--- config.mk ---
export PLATFORM = sky130hd
export DESIGN_NAME = sha1_stream_hasher_top
export DESIGN_NICKNAME = d
export VERILOG_FILES = /design/src/rtl/core/sha1s_pkg.sv /design/src/rtl/core/sha1_stream_hasher_top.sv
export SDC_FILE = /design/constraint.sdc
export NUM_CORES = 2
export LEC_CHECK = 0
export BUFFER_PORTS_ARGS = -buffer_cell sky130_fd_sc_hd__buf_2
export CORE_AREA = 2 2 351 353
export DETAILED_ROUTE_END_ITERATION = 7
export DIE_AREA = 0 0 353 355
export GPL_TIMING_DRIVEN = 0
export PLACE_DENSITY_LB_ADDON = 0.05
export SLEW_MARGIN = 40
export SYNTH_ARGS = -nofsm -noshare
export SYNTH_HDL_FRONTEND = slang
export SYNTH_SLANG_ARGS = --single-unit
--- constraint.sdc ---
create_clock -name i_clk -period 86.2 [get_ports i_clk]
set_input_delay 25.86 -clock i_clk [delete_from_list [all_inputs] [get_ports i_clk]]
set_output_delay 25.86 -clock i_clk [all_outputs]
set_load 0.01 [all_outputs]
--- src/rtl/core/sha1s_pkg.sv ---
// Package for the SHA-1 stream hasher.
// Holds the initial hash values, round constants, request codes and the round function.
// No dependencies.
package sha1s_pkg;

    localparam int unsigned WordW   = 32;
    localparam int unsigned NumWord = 5;
    localparam int unsigned BlockW  = 512;
    localparam int unsigned MsgW    = 61;
    localparam int unsigned RoundW  = 7;
    localparam int unsigned IdxW    = 3;

    typedef logic [NumWord-1:0][WordW-1:0] t_hash;

    localparam t_hash HASH_IV = {
        32'hC3D2E1F0, 32'h10325476, 32'h98BADCFE, 32'hEFCDAB89, 32'h67452301
    };

    localparam logic [WordW-1:0] K_0 = 32'h5A827999;
    localparam logic [WordW-1:0] K_1 = 32'h6ED9EBA1;
    localparam logic [WordW-1:0] K_2 = 32'h8F1BBCDC;
    localparam logic [WordW-1:0] K_3 = 32'hCA62C1D6;

    localparam logic [7:0] PAD_BYTE = 8'h80;

    localparam logic REQ_DATA     = 1'b0;
    localparam logic REQ_FINALIZE = 1'b1;

    localparam logic [RoundW-1:0] LAST_ROUND = 7'd79;
    localparam logic [IdxW-1:0]   LAST_IDX   = 3'd4;

    // Round function plus round constant.
    function automatic logic [WordW-1:0] round_fk(
        input logic [RoundW-1:0] round,
        input logic [WordW-1:0]  b,
        input logic [WordW-1:0]  c,
        input logic [WordW-1:0]  d
    );
        logic [WordW-1:0] res;
        case (round) inside
            [7'd0:7'd19]:  res = ((b & c) | (~b & d)) + K_0;
            [7'd20:7'd39]: res = (b ^ c ^ d) + K_1;
            [7'd40:7'd59]: res = ((b & c) | (b & d) | (c & d)) + K_2;
            default:       res = (b ^ c ^ d) + K_3;
        endcase
        return res;
    endfunction

endpackage

--- src/rtl/core/sha1_stream_hasher_top.sv ---
// A data beat adds one byte; one that fills a 64-byte block starts a compression.
// A finalize beat adds the pad byte, zero bytes and the length, then a compression;
// with fewer than 9 bytes of room left it first pads out and compresses the current
// block, then pads a second block and compresses it. The 5 digest beats follow.
// One SHA-1 round per cycle; ready is high only when idle.
// Reset (i_rst_n, synchronous, active low) loads the initial hash values; uses sha1s_pkg.
module sha1_stream_hasher_top (
    input  logic        i_clk,
    input  logic        i_rst_n,
    input  logic        i_s_axis_tvalid,
    output logic        o_s_axis_tready,
    input  logic [7:0]  i_s_axis_tdata,   // [7:0] data_byte
    input  logic        i_s_axis_tuser,   // [0] req_type
    output logic        o_m_axis_tvalid,
    input  logic        i_m_axis_tready,
    output logic [31:0] o_m_axis_tdata,   // [31:0] digest_word
    output logic [2:0]  o_m_axis_tuser,   // [2:0] word_index
    output logic        o_m_axis_tlast
);

    typedef enum logic [2:0] {
        S_IDLE,
        S_PAD,
        S_LEN,
        S_ROUND,
        S_ADD,
        S_OUT
    } t_state;

    localparam int unsigned WordW = sha1s_pkg::WordW;
    localparam int unsigned BlkW  = sha1s_pkg::BlockW;

    t_state                            r_state;
    sha1s_pkg::t_hash                  r_h;
    sha1s_pkg::t_hash                  r_v;
    logic [BlkW-1:0]                   r_blk;
    logic [5:0]                        r_fill;
    logic [sha1s_pkg::MsgW-1:0]        r_msg;
    logic [sha1s_pkg::RoundW-1:0]      r_round;
    logic [sha1s_pkg::IdxW-1:0]        r_idx;
    logic                              r_pad_first;
    logic                              r_final;
    logic                              r_ret_pad;

    logic [63:0]      n_len_sh;
    logic [7:0]       n_pad_byte;
    logic [WordW-1:0] n_wsum;
    logic [WordW-1:0] n_wnew;
    logic [WordW-1:0] n_wcur;
    logic [WordW-1:0] n_t;

    always_comb begin
        n_len_sh   = {r_msg, 3'b000} << {r_fill[2:0], 3'b000};
        n_pad_byte = r_pad_first ? sha1s_pkg::PAD_BYTE : 8'h00;
        n_wcur     = r_blk[BlkW-1 -: WordW];
        n_wsum     = r_blk[BlkW-1-13*WordW -: WordW] ^ r_blk[BlkW-1-8*WordW -: WordW]
                   ^ r_blk[BlkW-1-2*WordW -: WordW] ^ n_wcur;
        n_wnew     = {n_wsum[WordW-2:0], n_wsum[WordW-1]};
        n_t        = {r_v[0][WordW-6:0], r_v[0][WordW-1 -: 5]}
                   + sha1s_pkg::round_fk(r_round, r_v[1], r_v[2], r_v[3])
                   + r_v[4] + n_wcur;
    end

    always_ff @(posedge i_clk) begin
        if (!i_rst_n) begin
            r_state     <= S_IDLE;
            r_h         <= sha1s_pkg::HASH_IV;
            r_fill      <= '0;
            r_msg       <= '0;
            r_round     <= '0;
            r_idx       <= '0;
            r_pad_first <= 1'b0;
            r_final     <= 1'b0;
            r_ret_pad   <= 1'b0;
        end else begin
            case (r_state)
                S_IDLE: begin
                    if (i_s_axis_tvalid) begin
                        if (i_s_axis_tuser == sha1s_pkg::REQ_DATA) begin
                            r_blk  <= {r_blk[BlkW-9:0], i_s_axis_tdata};
                            r_fill <= r_fill + 6'd1;
                            r_msg  <= r_msg + 61'd1;
                            if (r_fill == 6'd63) begin
                                r_v       <= r_h;
                                r_round   <= '0;
                                r_final   <= 1'b0;
                                r_ret_pad <= 1'b0;
                                r_state   <= S_ROUND;
                            end
                        end else begin
                            r_pad_first <= 1'b1;
                            r_state     <= S_PAD;
                        end
                    end
                end
                S_PAD: begin
                    r_blk       <= {r_blk[BlkW-9:0], n_pad_byte};
                    r_fill      <= r_fill + 6'd1;
                    r_pad_first <= 1'b0;
                    if (r_fill == 6'd63) begin
                        r_v       <= r_h;
                        r_round   <= '0;
                        r_final   <= 1'b0;
                        r_ret_pad <= 1'b1;
                        r_state   <= S_ROUND;
                    end else if (r_fill == 6'd55) begin
                        r_state <= S_LEN;
                    end
                end
                S_LEN: begin
                    r_blk  <= {r_blk[BlkW-9:0], n_len_sh[63:56]};
                    r_fill <= r_fill + 6'd1;
                    if (r_fill == 6'd63) begin
                        r_v       <= r_h;
                        r_round   <= '0;
                        r_final   <= 1'b1;
                        r_ret_pad <= 1'b0;
                        r_state   <= S_ROUND;
                    end
                end
                S_ROUND: begin
                    r_v     <= {r_v[3], r_v[2], {r_v[1][1:0], r_v[1][WordW-1:2]}, r_v[0], n_t};
                    r_blk   <= {r_blk[BlkW-WordW-1:0], n_wnew};
                    r_round <= r_round + 7'd1;
                    if (r_round == sha1s_pkg::LAST_ROUND) begin
                        r_state <= S_ADD;
                    end
                end
                S_ADD: begin
                    for (int i = 0; i < sha1s_pkg::NumWord; i++) begin
                        r_h[i] <= r_h[i] + r_v[i];
                    end
                    if (r_final) begin
                        r_idx   <= '0;
                        r_state <= S_OUT;
                    end else if (r_ret_pad) begin
                        r_state <= S_PAD;
                    end else begin
                        r_state <= S_IDLE;
                    end
                end
                S_OUT: begin
                    if (i_m_axis_tready) begin
                        r_idx <= r_idx + 3'd1;
                        if (r_idx == sha1s_pkg::LAST_IDX) begin
                            r_h     <= sha1s_pkg::HASH_IV;
                            r_fill  <= '0;
                            r_msg   <= '0;
                            r_state <= S_IDLE;
                        end else begin
                            r_h <= {r_h[0], r_h[4], r_h[3], r_h[2], r_h[1]};
                        end
                    end
                end
                default: begin
                    r_state <= S_IDLE;
                end
            endcase
        end
    end

    assign o_s_axis_tready = (r_state == S_IDLE);
    assign o_m_axis_tvalid = (r_state == S_OUT);
    assign o_m_axis_tdata  = r_h[0];
    assign o_m_axis_tuser  = r_idx;
    assign o_m_axis_tlast  = (r_idx == sha1s_pkg::LAST_IDX);

    a_ready_excl: assert property (@(posedge i_clk) disable iff (!i_rst_n)
        o_s_axis_tready |-> !o_m_axis_tvalid)
        else $error("input ready while a digest beat is pending");

    a_last_idle: assert property (@(posedge i_clk) disable iff (!i_rst_n)
        o_m_axis_tvalid && i_m_axis_tready && o_m_axis_tlast |=> o_s_axis_tready)
        else $error("block not idle after the last digest beat");

    a_first_out: assert property (@(posedge i_clk) disable iff (!i_rst_n)
        $rose(o_m_axis_tvalid) |-> (o_m_axis_tuser == 3'd0))
        else $error("digest does not start at word zero");

    a_idx_range: assert property (@(posedge i_clk) disable iff (!i_rst_n)
        o_m_axis_tvalid |-> (o_m_axis_tuser <= sha1s_pkg::LAST_IDX))
        else $error("digest word index out of range");

endmodule

==> results.json <==
{
  "grt_setup_unrepaired": "no",
  "yosys_warnings": 0,
  "netlist_area_um2": 54300,
  "layout.cells.non_filler": 6874,
  "gp_congestion": 1.01,
  "port_buffers": 49,
  "initial_core_util": 0.448,
  "dr.first_iter.drc_count": 4110,
  "maxCapViolCount": 0,
  "fill_cells": 11284,
  "post_drt_via_cell_ratio": 6.16,
  "dp_hpwl_um": 170000,
  "synth.distinct_cells": 98,
  "synth_mux_area_frac": 0.132,
  "skew_ns": 0.0499,
  "syn-instance-count": 4897,
  "ys_seq_area_frac": 0.461,
  "io_pins": 51,
  "areaGrowthSynthToFinish_pct": 12.6,
  "end_kind": "register",
  "placed_area_um2": 57600,
  "cts_made_buffers": 106,
  "post_cts_buffers": 0,
  "dieArea_um2": 125000,
  "synth-seq-cells": 915,
  "fin_crit_ns": 30.37,
  "seqCellArea_um2": 25000,
  "ant_nets": 0,
  "drt-pass1-iter-count": 6,
  "tightest_slew_ns": 0.986,
  "synth_edf_count": 672,
  "fin_area_um2": 61200,
  "rows": 128,
  "nets": 5462,
  "antenna_found_initial": 5,
  "htree_levels": 3,
  "grt_pass1_vias": 41503,
  "avgSynthCellArea_um2": 11.1,
  "p_leak_nw": 23.3,
  "syn_nets": 5205,
  "cp_top_family": "buffers and inverters",
  "clk_pin_slew_worst_paths_ns": 0.06,
  "finalPower_mw": 1.16,
  "whs_ns": 0.487,
  "cts.sinks": 915,
  "drv_slew": 0,
  "grt_usage": 0.344,
  "cts_hold_buf": 0,
  "synth_top_family_by_area": "compound AO/OA/AOI/OAI gates",
  "root_buffer": "clkbuf_16",
  "path_class": "in -> reg",
  "final_core_util": 0.504,
  "setup_slack_ns": 55.83,
  "synth_compound_area_frac": 0.137,
  "yosys.area_share.simple": 0.0997,
  "path_common_cell": "buf_2",
  "num_vias": 42343,
  "ir_drop_mv": 0.0175,
  "power_density_nw_per_um2": 18.9,
  "fin_crit_sh": 0.352,
  "grt_max_degree": 18,
  "dp_cells": 6670,
  "insertion_delay_ns": 0.74,
  "route.detailed.drc": 0,
  "synth-async-reset-ratio": 0,
  "tns_ns": 0,
  "crit_chain": "clkbuf_2, clkinv_2, nor3_2, buf_2, buf_2, buf_2, buf_4, buf_2, buf_2, buf_2, buf_4, buf_2, buf_4, buf_2, buf_4, buf_4, buf_4, buf_2",
  "place_ws_ns": 55.12,
  "max_clock_freq_mhz": 32.9,
  "clock_path_buffers": 3,
  "crit_arrival_ns": 30.81,
  "cts_resized": 0,
  "wl_per_cell_um": 31.8,
  "synth_xor_area_frac": 0.0583,
  "holdCritPathClass": "reg -> reg",
  "relSlewSlack": 0.343,
  "fp.coreArea_um2": 121000,
  "gr-total-overflow": 0,
  "die_h_um": 355,
  "synth_fa_ha_area_frac": 0.0816,
  "ys.flop_type": "edfxtp_1",
  "required_ns": 86.64,
  "multi_input_area_um2": 27700,
  "critPathMaxStageDelay_ns": 0.61,
  "drive_gt1_frac": 0.210,
  "wl_um": 218000,
  "cp_slowest_cell": "clkinv_2",
  "timing.critical_path.buf_inv": 17,
  "setup_violations": 0,
  "die_x_um": 353,
  "outcome": "complete, no violations",
  "start_kind": "primary input",
  "cts_tree": "built",
  "hold_violations": 0,
  "grt_pass1_wl_um": 307000,
  "cp_max_fo": 10
}
## worst paths after layout
kind	startpoint	cells after the start	slack (ns)	to
setup reg to reg	r_v[33]$_DFFE_PP_	27	78.28	r_v[31]$_DFFE_PP_
setup / recovery	i_rst_n	18	55.83	r_blk[335]$_DFFE_PP_
hold reg to reg	r_ret_pad$_SDFFE_PN0P_	2	0.49	r_ret_pad$_SDFFE_PN0P_
hold / removal	r_ret_pad$_SDFFE_PN0P_	2	0.49	r_ret_pad$_SDFFE_PN0P_
## power by group
part	internal, mW	total (mW)	switching [mW]
registers	0.516	0.544	0.0276
clock network	0.262	0.464	0.202
logic	0.0664	0.151	0.0845
## registers in the layout, summed over array words and instances, names as in the netlist
| signal | count |
|---|---|
| o_m_axis_tdata | 32 |
| o_m_axis_tuser | 3 |
| r_blk | 512 |
| r_fill | 6 |
| r_final | 1 |
| r_h | 128 |
| r_msg | 61 |
| r_pad_first | 1 |
| r_ret_pad | 1 |
| r_round | 7 |
| r_state | 3 |
| r_v | 160 |
## logic make-up after synthesis
group | after synthesis
simple gates | 1157
fa+ha+maj | 295
flops | 915
compound gates | 1128
xor+xnor | 360
buf+inv | 414
mux | 628
## Yosys cell counts, types with 11 or more instances
master / count / area (um^2)
o221ai_1: 27 / 236
a311oi_1: 12 / 105
mux2i_1: 49 / 490
a211oi_1: 41 / 308
ha_1: 196 / 2450
o22ai_1: 22 / 138
o211ai_1: 45 / 338
o21ai_1: 12 / 60.1
o2111ai_1: 12 / 105
nor2_1: 301 / 1130
o211a_1: 27 / 270
o21bai_1: 32 / 240
fa_1: 99 / 1980
dfxtp_1: 243 / 4860
o31ai_1: 13 / 97.6
clkbuf_1: 220 / 826
xnor2_1: 237 / 2080
nand2b_1: 48 / 300
and3_1: 30 / 188
inv_1: 137 / 514
or2_2: 14 / 87.6
nand2_1: 380 / 1430
and2_1: 22 / 138
buf_1: 20 / 75.1
buf_4: 34 / 255
nand3_1: 116 / 581
o311ai_0: 38 / 333
a21o_1: 67 / 503
a21oi_1: 226 / 1130
a31oi_1: 42 / 263
o21a_1: 32 / 240
o21ai_0: 327 / 1640
edfxtp_1: 672 / 20200
nor3_1: 74 / 370
mux4_2: 13 / 293
a221oi_1: 42 / 368
mux2_2: 566 / 6370
xor2_1: 122 / 1070
nand4_1: 28 / 175
nor2b_1: 46 / 288
nor3b_1: 11 / 82.6
or3_1: 33 / 206
## per-layer routing
| layer | wire length (um) | global-route usage | vias up |
|---|---|---|---|
| li1 | - | - | 18736 |
| met1 | 87500 | 0.438 | 21186 |
| met2 | 101000 | 0.558 | 1926 |
| met3 | 16500 | 0.0567 | 491 |
| met4 | 13600 | 0.193 | 4 |
| met5 | 27 | 0 | - |
## worst min-delay path, stage by stage, from the launching register on
cell	delay, ns
dfxtp_1	0.31
nand2b_1	0.06
a21boi_0	0.07
## final cells by class
cell class / count / area share
tap: 1625 / 0.0332
clock buffer: 149 / 0.0490
antenna: 3 / 0.000123
sequential: 915 / 0.409
inverter: 139 / 0.00855
timing repair buffer: 149 / 0.0174
buffer: 275 / 0.0215
clock inverter: 51 / 0.00886
multi-input combinational: 3568 / 0.452
## layout by cell type (no fill, tap or decap), types with 48 or more instances in the layout
cell	instances
a21o_1	67
a21oi_1	226
buf_2	95
buf_4	77
clkbuf_1	134
clkbuf_16	109
clkbuf_2	114
dfxtp_1	243
edfxtp_1	672
fa_1	99
ha_1	196
inv_1	137
mux2_2	566
mux2i_1	49
nand2_1	380
nand2b_1	48
nand3_1	116
nor2_1	300
nor3_1	73
o21ai_0	327
xnor2_1	237
xor2_1	122
(Power assumes the default switching activity.)
